### src/msbs_pkg.sv
`default_nettype none
// ----------------------------------------------------------------------------
// msbs_pkg
// Shared types, constants and the signature tables of the byte scanner.
// ----------------------------------------------------------------------------
package msbs_pkg;

   localparam int WIN_LEN    = 10;
   localparam int SIG_COUNT  = 14;
   localparam int FILL_W     = $clog2(WIN_LEN + 1);
   localparam int CSR_ADDR_W = 4;
   localparam int CSR_DATA_W = 32;
   localparam int OFFSET_W   = 32;
   localparam int DIST_W     = 8;

   localparam logic [DIST_W-1:0] DEDUP_RESET = 8'd16;

   typedef logic [7:0]                   byte_val_type;
   typedef logic [WIN_LEN-1:0][7:0]      window_type;
   typedef logic [SIG_COUNT-1:0]         hit_type;

   typedef enum logic [CSR_ADDR_W-1:0] {
      CSR_BASE_OFFSET    = 4'd0,
      CSR_DEDUP_DISTANCE = 4'd1
   } csr_index_type;

   typedef enum logic {
      SEQ_SCAN,
      SEQ_FLUSH
   } seq_state_type;

   typedef struct packed {
      logic test;
      logic clear;
   } dedup_ctrl_type;

   localparam logic [FILL_W-1:0] SIG_LEN [SIG_COUNT] = '{
      4'd5, 4'd8, 4'd4, 4'd2, 4'd2, 4'd2, 4'd2,
      4'd2, 4'd8, 4'd2, 4'd10, 4'd1, 4'd5, 4'd6
   };

   localparam logic [7:0] SIG_BYTE [SIG_COUNT][WIN_LEN] = '{
      '{8'hE8, 8'h00, 8'h00, 8'h00, 8'h00, 8'h00, 8'h00, 8'h00, 8'h00, 8'h00},
      '{8'h64, 8'h89, 8'h25, 8'h00, 8'h30, 8'h00, 8'h00, 8'h00, 8'h00, 8'h00},
      '{8'h64, 8'h8B, 8'h40, 8'h30, 8'h00, 8'h00, 8'h00, 8'h00, 8'h00, 8'h00},
      '{8'h60, 8'hBE, 8'h00, 8'h00, 8'h00, 8'h00, 8'h00, 8'h00, 8'h00, 8'h00},
      '{8'h94, 8'hC3, 8'h00, 8'h00, 8'h00, 8'h00, 8'h00, 8'h00, 8'h00, 8'h00},
      '{8'h65, 8'h48, 8'h00, 8'h00, 8'h00, 8'h00, 8'h00, 8'h00, 8'h00, 8'h00},
      '{8'h0F, 8'h05, 8'h00, 8'h00, 8'h00, 8'h00, 8'h00, 8'h00, 8'h00, 8'h00},
      '{8'hCD, 8'h80, 8'h00, 8'h00, 8'h00, 8'h00, 8'h00, 8'h00, 8'h00, 8'h00},
      '{8'h31, 8'hC0, 8'h50, 8'h68, 8'h2F, 8'h2F, 8'h73, 8'h68, 8'h00, 8'h00},
      '{8'h0F, 8'h05, 8'h00, 8'h00, 8'h00, 8'h00, 8'h00, 8'h00, 8'h00, 8'h00},
      '{8'h90, 8'h90, 8'h90, 8'h90, 8'h90, 8'h90, 8'h90, 8'h90, 8'h90, 8'h90},
      '{8'hEB, 8'h00, 8'h00, 8'h00, 8'h00, 8'h00, 8'h00, 8'h00, 8'h00, 8'h00},
      '{8'h66, 8'h81, 8'hCA, 8'hFF, 8'h0F, 8'h00, 8'h00, 8'h00, 8'h00, 8'h00},
      '{8'hD9, 8'hEE, 8'hD9, 8'h74, 8'h24, 8'hF4, 8'h00, 8'h00, 8'h00, 8'h00}
   };

   // Bytes past a signature's length carry a zero mask; the wildcard byte of
   // the segment-register store signature is zero too.
   localparam logic [7:0] SIG_MASK [SIG_COUNT][WIN_LEN] = '{
      '{8'hFF, 8'hFF, 8'hFF, 8'hFF, 8'hFF, 8'h00, 8'h00, 8'h00, 8'h00, 8'h00},
      '{8'hFF, 8'hFF, 8'hFF, 8'hFF, 8'h00, 8'hFF, 8'hFF, 8'hFF, 8'h00, 8'h00},
      '{8'hFF, 8'hFF, 8'hFF, 8'hFF, 8'h00, 8'h00, 8'h00, 8'h00, 8'h00, 8'h00},
      '{8'hFF, 8'hFF, 8'h00, 8'h00, 8'h00, 8'h00, 8'h00, 8'h00, 8'h00, 8'h00},
      '{8'hFF, 8'hFF, 8'h00, 8'h00, 8'h00, 8'h00, 8'h00, 8'h00, 8'h00, 8'h00},
      '{8'hFF, 8'hFF, 8'h00, 8'h00, 8'h00, 8'h00, 8'h00, 8'h00, 8'h00, 8'h00},
      '{8'hFF, 8'hFF, 8'h00, 8'h00, 8'h00, 8'h00, 8'h00, 8'h00, 8'h00, 8'h00},
      '{8'hFF, 8'hFF, 8'h00, 8'h00, 8'h00, 8'h00, 8'h00, 8'h00, 8'h00, 8'h00},
      '{8'hFF, 8'hFF, 8'hFF, 8'hFF, 8'hFF, 8'hFF, 8'hFF, 8'hFF, 8'h00, 8'h00},
      '{8'hFF, 8'hFF, 8'h00, 8'h00, 8'h00, 8'h00, 8'h00, 8'h00, 8'h00, 8'h00},
      '{8'hFF, 8'hFF, 8'hFF, 8'hFF, 8'hFF, 8'hFF, 8'hFF, 8'hFF, 8'hFF, 8'hFF},
      '{8'hFF, 8'h00, 8'h00, 8'h00, 8'h00, 8'h00, 8'h00, 8'h00, 8'h00, 8'h00},
      '{8'hFF, 8'hFF, 8'hFF, 8'hFF, 8'hFF, 8'h00, 8'h00, 8'h00, 8'h00, 8'h00},
      '{8'hFF, 8'hFF, 8'hFF, 8'hFF, 8'hFF, 8'hFF, 8'h00, 8'h00, 8'h00, 8'h00}
   };

endpackage : msbs_pkg
`default_nettype wire

### src/msbs_if.sv
`default_nettype none
// ----------------------------------------------------------------------------
// msbs_if
// Valid/ready stream interfaces for scanner bytes and scanner results.
// ----------------------------------------------------------------------------
interface msbs_req_if import msbs_pkg::*; ();
   logic         valid;
   logic         ready;
   byte_val_type data_byte;
   logic         last_byte;

   modport source (output valid, output data_byte, output last_byte, input ready);
   modport sink   (input valid, input data_byte, input last_byte, output ready);
endinterface : msbs_req_if

interface msbs_rsp_if import msbs_pkg::*; ();
   logic                valid;
   logic                ready;
   logic [OFFSET_W-1:0] start_offset;
   hit_type             hit_mask;
   logic                scan_done;

   modport source (output valid, output start_offset, output hit_mask,
                   output scan_done, input ready);
   modport sink   (input valid, input start_offset, input hit_mask,
                   input scan_done, output ready);
endinterface : msbs_rsp_if
`default_nettype wire

### src/masked_signature_byte_scanner.sv
`default_nettype none
// ----------------------------------------------------------------------------
// masked_signature_byte_scanner
// Scans a byte stream for fixed masked signatures and reports hit positions.
// ----------------------------------------------------------------------------
// Usage:
//   req_stream carries one byte per word plus a last_byte flag; rsp_stream
//   returns one word per position with hits: start_offset (base offset plus
//   position), a hit mask in signature order and scan_done on the final word
//   of a region. csr_* writes base_offset (index 0) and dedup_distance
//   (index 1); write them only while the scanner is idle.
//   Throughput is one byte per cycle while scanning and rsp_stream is not
//   stalled: each cycle one window position goes through the shared matcher
//   and the dedup state. A result for a window is valid once the byte that
//   completes it has passed the input register and the match has been
//   captured in the result register. On last_byte the window is flushed
//   one position per cycle while rsp_stream is not stalled, testing every
//   pending position (one to ten); one further byte may be accepted
//   meanwhile and waits. Reset returns the window, position and dedup state
//   to empty and the registers to their defaults; there is no clearing pass.
//   A stalled rsp_stream holds its word; at most one more byte is taken into
//   the input register and then req_stream.ready drops until the stall clears.
// ----------------------------------------------------------------------------
module masked_signature_byte_scanner import msbs_pkg::*; #(
   parameter int OFFSET_BITS = 32
) (
   input  logic                  clock,
   input  logic                  reset,
   input  logic                  csr_write_enable,
   input  logic [CSR_ADDR_W-1:0] csr_index,
   input  logic [CSR_DATA_W-1:0] csr_write_data,
   msbs_req_if.sink              req_stream,
   msbs_rsp_if.source            rsp_stream
);

   // input register
   logic         in_valid_ff;
   byte_val_type in_byte_ff;
   logic         in_last_ff;

   // scan state
   seq_state_type          state_ff, state_in;
   window_type             win_ff, win_in;
   logic [FILL_W-1:0]      fill_ff, fill_in;
   logic [OFFSET_BITS-1:0] pos_ff, pos_in;

   // configuration
   logic [OFFSET_W-1:0] base_ff;
   logic [DIST_W-1:0]   dist_ff;

   // result register
   logic                rsp_valid_ff;
   logic [OFFSET_W-1:0] rsp_offset_ff;
   hit_type             rsp_mask_ff;
   logic                rsp_done_ff;

   logic                   out_free;
   logic                   take;
   logic                   final_pos;
   logic                   emit;
   window_type             win_view;
   window_type             test_win;
   logic [FILL_W-1:0]      test_avail;
   hit_type                raw_hits;
   hit_type                kept_hits;
   dedup_ctrl_type         dedup_ctrl;
   logic [OFFSET_BITS-1:0] offset_sum;

   // result slot is free when empty or being drained this cycle
   assign out_free = !rsp_valid_ff || rsp_stream.ready;

   assign req_stream.ready = !in_valid_ff || take;

   always_ff @(posedge clock) begin
      if (reset) begin
         in_valid_ff <= 1'b0;
      end else if (req_stream.valid && req_stream.ready) begin
         in_valid_ff <= 1'b1;
      end else if (take) begin
         in_valid_ff <= 1'b0;
      end
   end

   always_ff @(posedge clock) begin
      if (req_stream.valid && req_stream.ready) begin
         in_byte_ff <= req_stream.data_byte;
         in_last_ff <= req_stream.last_byte;
      end
   end

   // window with the waiting byte dropped in at the fill point
   always_comb begin
      for (int i = 0; i < WIN_LEN; i++) begin
         win_view[i] = (FILL_W'(i) == fill_ff) ? in_byte_ff : win_ff[i];
      end
   end

   // sequencer: one position tested per cycle while the result slot is free
   always_comb begin
      state_in   = state_ff;
      win_in     = win_ff;
      fill_in    = fill_ff;
      pos_in     = pos_ff;
      take       = 1'b0;
      final_pos  = 1'b0;
      dedup_ctrl = '0;
      test_win   = win_ff;
      test_avail = fill_ff;
      case (state_ff)
         SEQ_SCAN: begin
            test_win   = win_view;
            test_avail = fill_ff + 1'b1;
            take       = in_valid_ff && out_free;
            if (take) begin
               if (in_last_ff) begin
                  // hold the window with the last byte and start the flush
                  win_in   = win_view;
                  fill_in  = fill_ff + 1'b1;
                  state_in = SEQ_FLUSH;
               end else if (fill_ff + 1'b1 == FILL_W'(WIN_LEN)) begin
                  dedup_ctrl.test = 1'b1;
                  win_in          = win_view >> 8;
                  fill_in         = FILL_W'(WIN_LEN - 1);
                  pos_in          = pos_ff + 1'b1;
               end else begin
                  win_in  = win_view;
                  fill_in = fill_ff + 1'b1;
               end
            end
         end
         SEQ_FLUSH: begin
            if (out_free) begin
               dedup_ctrl.test = 1'b1;
               final_pos       = (fill_ff == FILL_W'(1));
               if (final_pos) begin
                  // drop position, fill and dedup state for the next region
                  dedup_ctrl.clear = 1'b1;
                  fill_in          = '0;
                  pos_in           = '0;
                  state_in         = SEQ_SCAN;
               end else begin
                  win_in  = win_ff >> 8;
                  fill_in = fill_ff - 1'b1;
                  pos_in  = pos_ff + 1'b1;
               end
            end
         end
         default: begin
            state_in = SEQ_SCAN;
         end
      endcase
   end

   always_ff @(posedge clock) begin
      if (reset) begin
         state_ff <= SEQ_SCAN;
         fill_ff  <= '0;
         pos_ff   <= '0;
      end else begin
         state_ff <= state_in;
         fill_ff  <= fill_in;
         pos_ff   <= pos_in;
      end
   end

   // bytes at or past the fill point are never compared
   always_ff @(posedge clock) begin
      win_ff <= win_in;
   end

   msbs_match u_match (
      .win   (test_win),
      .avail (test_avail),
      .hits  (raw_hits)
   );

   msbs_dedup #(
      .OFFSET_BITS (OFFSET_BITS)
   ) u_dedup (
      .clock    (clock),
      .reset    (reset),
      .ctrl     (dedup_ctrl),
      .position (pos_ff),
      .distance (dist_ff),
      .raw_hits (raw_hits),
      .hits     (kept_hits)
   );

   // emit on a hit, or on the final position of a region even without one
   assign emit       = dedup_ctrl.test && ((kept_hits != '0) || final_pos);
   assign offset_sum = OFFSET_BITS'(base_ff) + pos_ff;

   always_ff @(posedge clock) begin
      if (reset) begin
         rsp_valid_ff <= 1'b0;
      end else if (out_free) begin
         rsp_valid_ff <= emit;
      end
   end

   always_ff @(posedge clock) begin
      if (out_free && emit) begin
         rsp_offset_ff <= OFFSET_W'(offset_sum);
         rsp_mask_ff   <= kept_hits;
         rsp_done_ff   <= final_pos;
      end
   end

   assign rsp_stream.valid        = rsp_valid_ff;
   assign rsp_stream.start_offset = rsp_offset_ff;
   assign rsp_stream.hit_mask     = rsp_mask_ff;
   assign rsp_stream.scan_done    = rsp_done_ff;

   // configuration writes; unknown indexes are ignored
   always_ff @(posedge clock) begin
      if (reset) begin
         base_ff <= '0;
         dist_ff <= DEDUP_RESET;
      end else if (csr_write_enable) begin
         case (csr_index)
            CSR_BASE_OFFSET: begin
               base_ff <= csr_write_data[OFFSET_W-1:0];
            end
            CSR_DEDUP_DISTANCE: begin
               dist_ff <= csr_write_data[DIST_W-1:0];
            end
            default: begin
            end
         endcase
      end
   end

   // a last byte taken from the input register always starts a flush
   a_last_starts_flush : assert property (@(posedge clock) disable iff (reset)
      (state_ff == SEQ_SCAN && take && in_last_ff) |=> (state_ff == SEQ_FLUSH))
      else $error("last byte did not start a flush");

   // while scanning the window never holds a full untested span
   a_scan_fill : assert property (@(posedge clock) disable iff (reset)
      (state_ff == SEQ_SCAN) |-> (fill_ff < FILL_W'(WIN_LEN)))
      else $error("scan fill out of range");

   // a flush always has a pending position
   a_flush_fill : assert property (@(posedge clock) disable iff (reset)
      (state_ff == SEQ_FLUSH) |-> (fill_ff != '0))
      else $error("flush with empty window");

   // the final position clears the scan and emits a done word
   a_final_clears : assert property (@(posedge clock) disable iff (reset)
      (state_ff == SEQ_FLUSH && out_free && fill_ff == FILL_W'(1)) |=>
      (state_ff == SEQ_SCAN && pos_ff == '0 && fill_ff == '0 &&
       rsp_valid_ff && rsp_done_ff))
      else $error("final flush position did not clear or report");

endmodule : masked_signature_byte_scanner
`default_nettype wire

### src/msbs_match.sv
`default_nettype none
// ----------------------------------------------------------------------------
// msbs_match
// Masked compare of all signatures against the window start.
// ----------------------------------------------------------------------------
module msbs_match import msbs_pkg::*; (
   input  window_type        win,
   input  logic [FILL_W-1:0] avail,
   output hit_type           hits
);

   always_comb begin
      logic ok;
      ok = 1'b0;
      for (int k = 0; k < SIG_COUNT; k++) begin
         // fail a signature that would run past the valid bytes
         ok = (SIG_LEN[k] <= avail);
         for (int i = 0; i < WIN_LEN; i++) begin
            if ((win[i] & SIG_MASK[k][i]) != (SIG_BYTE[k][i] & SIG_MASK[k][i])) begin
               ok = 1'b0;
            end
         end
         hits[k] = ok;
      end
   end

endmodule : msbs_match
`default_nettype wire

### src/msbs_dedup.sv
`default_nettype none
// ----------------------------------------------------------------------------
// msbs_dedup
// Per-signature last-report tracking and suppression of close repeats.
// ----------------------------------------------------------------------------
module msbs_dedup import msbs_pkg::*; #(
   parameter int OFFSET_BITS = 32
) (
   input  logic                   clock,
   input  logic                   reset,
   input  dedup_ctrl_type         ctrl,
   input  logic [OFFSET_BITS-1:0] position,
   input  logic [DIST_W-1:0]      distance,
   input  hit_type                raw_hits,
   output hit_type                hits
);

   logic [OFFSET_BITS-1:0] last_ff [SIG_COUNT];
   hit_type                reported_ff;

   always_comb begin
      logic [OFFSET_BITS-1:0] gap;
      gap = '0;
      for (int k = 0; k < SIG_COUNT; k++) begin
         gap     = position - last_ff[k];
         hits[k] = raw_hits[k] &&
                   !(reported_ff[k] && (gap < OFFSET_BITS'(distance)));
      end
   end

   always_ff @(posedge clock) begin
      if (reset) begin
         reported_ff <= '0;
      end else if (ctrl.clear) begin
         reported_ff <= '0;
      end else if (ctrl.test) begin
         reported_ff <= reported_ff | hits;
      end
   end

   // last position is only read once the reported bit is set
   always_ff @(posedge clock) begin
      if (ctrl.test) begin
         for (int k = 0; k < SIG_COUNT; k++) begin
            if (hits[k]) begin
               last_ff[k] <= position;
            end
         end
      end
   end

endmodule : msbs_dedup
`default_nettype wire
### src/flat_wrapper.sv
// flat-port wrapper written by rule: the top's interface ports become plain ports
module masked_signature_byte_scanner_flat import msbs_pkg::*;
#(
   parameter int OFFSET_BITS = 32
)
  (clock, reset, csr_write_enable, csr_index, csr_write_data, req_stream_valid, req_stream_data_byte, req_stream_last_byte, req_stream_ready, rsp_stream_valid, rsp_stream_start_offset, rsp_stream_hit_mask, rsp_stream_scan_done, rsp_stream_ready);
  msbs_req_if req_stream_i ();
  msbs_rsp_if rsp_stream_i ();
  input  logic clock;
  input  logic reset;
  input  logic csr_write_enable;
  input  logic [CSR_ADDR_W-1:0] csr_index;
  input  logic [CSR_DATA_W-1:0] csr_write_data;
  input wire logic [$bits(req_stream_i.valid)-1:0] req_stream_valid;
  input wire logic [$bits(req_stream_i.data_byte)-1:0] req_stream_data_byte;
  input wire logic [$bits(req_stream_i.last_byte)-1:0] req_stream_last_byte;
  output wire logic [$bits(req_stream_i.ready)-1:0] req_stream_ready;
  output wire logic [$bits(rsp_stream_i.valid)-1:0] rsp_stream_valid;
  output wire logic [$bits(rsp_stream_i.start_offset)-1:0] rsp_stream_start_offset;
  output wire logic [$bits(rsp_stream_i.hit_mask)-1:0] rsp_stream_hit_mask;
  output wire logic [$bits(rsp_stream_i.scan_done)-1:0] rsp_stream_scan_done;
  input wire logic [$bits(rsp_stream_i.ready)-1:0] rsp_stream_ready;
  assign req_stream_i.valid = req_stream_valid;
  assign req_stream_i.data_byte = req_stream_data_byte;
  assign req_stream_i.last_byte = req_stream_last_byte;
  assign req_stream_ready = req_stream_i.ready;
  assign rsp_stream_valid = rsp_stream_i.valid;
  assign rsp_stream_start_offset = rsp_stream_i.start_offset;
  assign rsp_stream_hit_mask = rsp_stream_i.hit_mask;
  assign rsp_stream_scan_done = rsp_stream_i.scan_done;
  assign rsp_stream_i.ready = rsp_stream_ready;
  masked_signature_byte_scanner #(.OFFSET_BITS(OFFSET_BITS)) u_core (.clock(clock), .reset(reset), .csr_write_enable(csr_write_enable), .csr_index(csr_index), .csr_write_data(csr_write_data), .req_stream(req_stream_i), .rsp_stream(rsp_stream_i));
endmodule
### config.mk
export PLATFORM = sky130hd
export DESIGN_NAME = masked_signature_byte_scanner_flat
export DESIGN_NICKNAME = d
export VERILOG_FILES = /design/src/msbs_pkg.sv /design/src/msbs_if.sv /design/src/masked_signature_byte_scanner.sv /design/src/msbs_match.sv /design/src/msbs_dedup.sv /design/src/flat_wrapper.sv
export SDC_FILE = /design/constraint.sdc
export NUM_CORES = 2
export LEC_CHECK = 0
export BUFFER_PORTS_ARGS = -buffer_cell sky130_fd_sc_hd__buf_4
export CORE_ASPECT_RATIO = 0.75
export CORE_MARGIN = 2
export CORE_UTILIZATION = 35
export DETAILED_ROUTE_END_ITERATION = 12
export HOLD_SLACK_MARGIN = 0.06
export PLACE_DENSITY_LB_ADDON = 0.2
export SLEW_MARGIN = 40
export SYNTH_ARGS = -nofsm -noshare
export SYNTH_HDL_FRONTEND = slang
export SYNTH_HIERARCHICAL = 1
export SYNTH_SLANG_ARGS = --single-unit
### constraint.sdc
create_clock -name clock -period 18.9 [get_ports clock]
set_clock_uncertainty 0.1 [all_clocks]
set_input_delay 0.945 -clock clock [delete_from_list [all_inputs] [get_ports clock]]
set_output_delay 0.945 -clock clock [all_outputs]
set_load 0.05 [all_outputs]
==> reports/results.txt <==
At the pin with the least slew margin, the transition time is 0.955 ns. For this block, the initial DRC count from the detailed router was 5213. The tools report the buffer count from post-CTS setup fixing as 0. After layout, the worst path uses 36.5% of the clock period.

The setup TNS after final layout was 0 ns; the async set-reset flop share out of synthesis was 0%. sky130_fd_sc_hd__nand2_1 is the most common cell in the netlist. The number of gates resized after CTS was 0. TritonCTS created 84 clock buffers. Synthesis produced a netlist whose cell count is 6782.

The tools report the area of the multi-input gates as 36500 um2. The run gives 0 as the final count of hold timing violations. Overall die height: 359 um. The synthesized design contains 677 register bits.

The path with the worst hold slack has its endpoint at u_core/in_byte_ff[6]. By startpoint and endpoint, the worst setup path is classified as register to register. The net count of the mapped netlist was 7416.

In the final routed layout, each cell accounts on average for 22.2 um. The data arrival at the endpoint of the critical path was 7.16 ns; the register cell area after layout was 19400 um2. Yosys attributes the largest share of cell area to sky130_fd_sc_hd__edfxtp_1, sky130_fd_sc_hd__ha_1, sky130_fd_sc_hd__a21oi_1, sky130_fd_sc_hd__nand2_1, sky130_fd_sc_hd__inv_1.

The run gives 3 as the H-tree depth. The final layout contains 7454 nets. Sorting the synthesized cells by how often they occur yields sky130_fd_sc_hd__nand2_1, sky130_fd_sc_hd__inv_1, sky130_fd_sc_hd__a21oi_1.

Global routing consumed, over all layers together, 22.8% of the routing resources. The startpoint of the worst register-to-register path is u_core/pos_ff[0]. The area fraction of the dominant cell type after synthesis is 29.8%, and the chip width is 478 um.

Once detail routing completed, the nets flagged for antenna violations numbered 0. Data on the critical path is required at its endpoint by 19.16 ns. Buffers placed on the I/O ports in this run total 98. The tools report the number of sinks driven by the clock tree as 677. The tools report the initial antenna violation count as 14. The run gives 167000 um2 as the core area. The synthesized area per cell came out at 8.69 um2.

Clock-pin slew was measured on the worst setup and hold paths at 0.06 ns. The first global-routing pass estimated 308000 um of wire. Dividing the detail-routed via count by the number of cells gives 5.85. On the final layout, the worst hold slack is 0.305 ns. The setup check on the worst reg-to-reg path leaves a slack of 12.00 ns.

Die outline area: 172000 um2. TritonCTS built the clock tree. For this run the aggregate overflow at the end of global routing stands at 0. The cell leakage power was 28.6 nW; the starting utilization of the core area was 35.2%.

The part of the Yosys area used for sequential elements is 32.9%, and the synthesis warning total is 6. The run gives 0.0739 mV as the peak supply drop. The most common flop cell mapped by yosys was sky130_fd_sc_hd__edfxtp_1. The run gives 49900 as the via count of the first global-routing pass. Headroom to the max-slew limit came out at 35.4%. The run gives 0 as the max-slew violation count. The number of detailed-route iterations in the first pass is 6. STA classifies the critical path startpoint as a register. The largest total area in the synthesized netlist belongs to sky130_fd_sc_hd__edfxtp_1.

The HPWL after detailed placement is 149000 um. The share of layout cells above drive strength 1 works out to 8.23%. The synthesis-to-finish area growth was 11.2%. The root buffer cell chosen for the clock tree is sky130_fd_sc_hd__clkbuf_16.

The class of the tightest hold or removal check was input pin to register. The flow ran to the end, and the final reports show no timing, DRC or antenna violations. The netlist area before placement is 58900 um2. The logs give 8977 for the number of cells after detailed placement and 0 for the number of hold buffers added after CTS. For the worst-skew pair, the clock arrives at the later sink with an insertion delay of 0.72 ns.

At the end of routability-driven placement, the weighted congestion stood at 0.920. The number of cells on the worst hold path came out at 1. Counting I/O delays and the setup requirement, the final critical path takes 6.90 ns. After detailed routing, the number of remaining DRC violations is 0. Setup repair after global routing left no endpoint under its margin. The capturing element type of the critical path is a register. Yosys mapped a number of flops with a built-in enable equal to 584. Derived from the worst setup path, the maximum achievable clock frequency is 145 MHz.

The run gives 9142 as the final instance count without filler cells. The worst hold path begins at req_stream_data_byte[6]. Summing internal, switching and leakage power gives 0.00369 W.

Setup violations remaining at the end of the flow were counted as 0. The run gives 82 as the pin count of the biggest net entering global routing. The run gives 53500 as the total number of vias. The endpoint identified for the worst register-to-register timing path is u_core/rsp_stream.start_offset[28]. Power per unit of standard cell area: 56.4 nW/um2. The number of max-cap violations is 0, and the buffer depth of the longest clock path is 3. The count of unique library cells instantiated by Yosys is 115, and the path depth of the worst reg2reg path is 24. The largest fanout of any net on the critical path is 47, and the number of primary I/O pins is 99. Number of fill cells: 16900. The initialized floorplan defines 130 standard-cell rows. After detailed routing, the total wire length is 203000 um.
## per-stage QoR
stage / worst slack (ns) / utilization (%) / area [um2]
2_1_floorplan: 11.73 / - / 58900
6_report: 12.00 / 39.1 / 65500
5_1_grt: 11.46 / 39.1 / 65500
3_3_place_gp: 11.54 / 37.2 / 62300
3_5_place_dp: 12.00 / 37.3 / 62400
4_1_cts: 11.90 / 39.1 / 65500
## report_power, final
group | switching, W | total, W | internal (W)
Sequential | 0.0000248 | 0.00166 | 0.00164
Clock | 0.000729 | 0.00181 | 0.00108
Combinational | 0.000133 | 0.000221 | 0.0000876
## area by class of cell
cell class              instances  area share (%)
flip-flops and latches        677            29.7
clock buffers                 108            3.66
well taps                    2244            4.29
clock inverters                49           0.985
diodes                          7          0.0267
repair buffers                192            2.29
multi-input cells            5272            55.7
inverters                     593            3.40
## logic make-up (layout without fill, tap and decap cells)
logic type               Yosys count  count (layout)  share of synthesized area, %
AND/OR/NAND/NOR                 2147            2147                          18.0
XOR/XNOR                         276             276                          4.10
flip-flops                       677             677                          32.9
adder cells (fa/ha/maj)          584             584                          12.6
AO/OA/AOI/OAI                   2089            2089                          23.8
other                              0               7                             0
buffers and inverters            833             942                          5.43
multiplexers                     176             176                          3.17
## sequential cells by signal, indices dropped and copies added, names as in the netlist
register and count:
u_core/dist_ff 8, u_core/rsp_stream.start_offset 32, u_core/win_ff 80, u_core/pos_ff 32
u_core/fill_ff 4, u_core/in_valid_ff 1, u_core/u_dedup/last_ff 448, u_core/u_dedup/reported_ff 14
u_core/rsp_stream.valid 1, u_core/base_ff 32, u_core/rsp_stream.scan_done 1, u_core/rsp_stream.hit_mask 14
u_core/in_last_ff 1, u_core/in_byte_ff 8, u_core/state_ff 1
## layer usage
| metal | GRT usage, % | vias up | wire length (um) | share of wire, % |
|---|---|---|---|---|
| met5 | 0 | - | 70 | 0.034 |
| met4 | 5.12 | 10 | 4350 | 2.1 |
| met3 | 4.16 | 226 | 15300 | 7.5 |
| met2 | 31.9 | 1839 | 80400 | 40 |
| met1 | 35.5 | 26000 | 103000 | 51 |
| li1 | - | 25500 | - | - |
## cells in the final DEF, fill, tap and decap left out, types with 53 or more instances in the layout
master                      netlist  routed
sky130_fd_sc_hd__inv_1          592     592
sky130_fd_sc_hd__o21ai_0        317     316
sky130_fd_sc_hd__a21o_1         178     178
sky130_fd_sc_hd__nor3_1         155     154
sky130_fd_sc_hd__o21a_1         122     121
sky130_fd_sc_hd__nand2_1        611     611
sky130_fd_sc_hd__nor2_1         493     488
sky130_fd_sc_hd__a211oi_1        92      89
sky130_fd_sc_hd__xor2_1         102     102
sky130_fd_sc_hd__or3_1           53      53
sky130_fd_sc_hd__o211ai_1        93      93
sky130_fd_sc_hd__ha_1           569     569
sky130_fd_sc_hd__o22a_1          84      84
sky130_fd_sc_hd__xnor2_1        174     174
sky130_fd_sc_hd__mux2_2          83      83
sky130_fd_sc_hd__a31oi_1         88      88
sky130_fd_sc_hd__dfxtp_1         93      61
sky130_fd_sc_hd__a21oi_1        591     587
sky130_fd_sc_hd__nand4_1        139     139
sky130_fd_sc_hd__edfxtp_1       584     584
sky130_fd_sc_hd__nor2b_1         90      90
sky130_fd_sc_hd__clkbuf_16        0      89
sky130_fd_sc_hd__nand3_1        155     155
sky130_fd_sc_hd__buf_4            4     186
sky130_fd_sc_hd__nand2b_1        85      84
sky130_fd_sc_hd__mux2i_1         91      91
sky130_fd_sc_hd__nor4_1          74      70
sky130_fd_sc_hd__and3_1          70      70
## how the worst max path moves through the flow
stage / start / slack [ns] / to / cells after the start
after floorplan: u_core/pos_ff[1] / 11.73 / u_core/rsp_stream.hit_mask[0] / 23
after global placement: u_core/pos_ff[0] / 11.54 / u_core/rsp_stream.start_offset[30] / 24
after global routing: u_core/pos_ff[0] / 11.46 / u_core/rsp_stream.start_offset[28] / 24
final: u_core/pos_ff[0] / 12.00 / u_core/rsp_stream.start_offset[28] / 24
after CTS: u_core/pos_ff[0] / 11.90 / u_core/rsp_stream.start_offset[19] / 24
after detailed placement: u_core/pos_ff[0] / 12.00 / u_core/rsp_stream.start_offset[30] / 24
## worst max-delay path, stage by stage (launching register included)
cell                        delay [ns]
sky130_fd_sc_hd__dfxtp_1          0.33
sky130_fd_sc_hd__inv_1            0.38
sky130_fd_sc_hd__ha_1             0.42
sky130_fd_sc_hd__fa_1             0.41
sky130_fd_sc_hd__nand2b_1         0.18
sky130_fd_sc_hd__a21oi_1          0.35
sky130_fd_sc_hd__nor2_1           0.11
sky130_fd_sc_hd__xnor2_1          0.14
sky130_fd_sc_hd__ha_1             0.20
sky130_fd_sc_hd__a211o_1          0.26
sky130_fd_sc_hd__o211ai_1         0.11
sky130_fd_sc_hd__nand4_1          0.10
sky130_fd_sc_hd__nor4_1           0.23
sky130_fd_sc_hd__o2111ai_1        0.17
sky130_fd_sc_hd__nor4_1           0.30
sky130_fd_sc_hd__o2111ai_1        0.16
sky130_fd_sc_hd__nor4_1           0.77
sky130_fd_sc_hd__a21boi_0         0.32
sky130_fd_sc_hd__nor4_1           0.29
sky130_fd_sc_hd__buf_4            0.21
sky130_fd_sc_hd__nand4_1          0.21
sky130_fd_sc_hd__nand2b_1         0.23
sky130_fd_sc_hd__nand2_1          0.13
sky130_fd_sc_hd__a21oi_4          0.07
sky130_fd_sc_hd__buf_6            0.30
No activity file was read; power rests on OpenSTA's default activity.
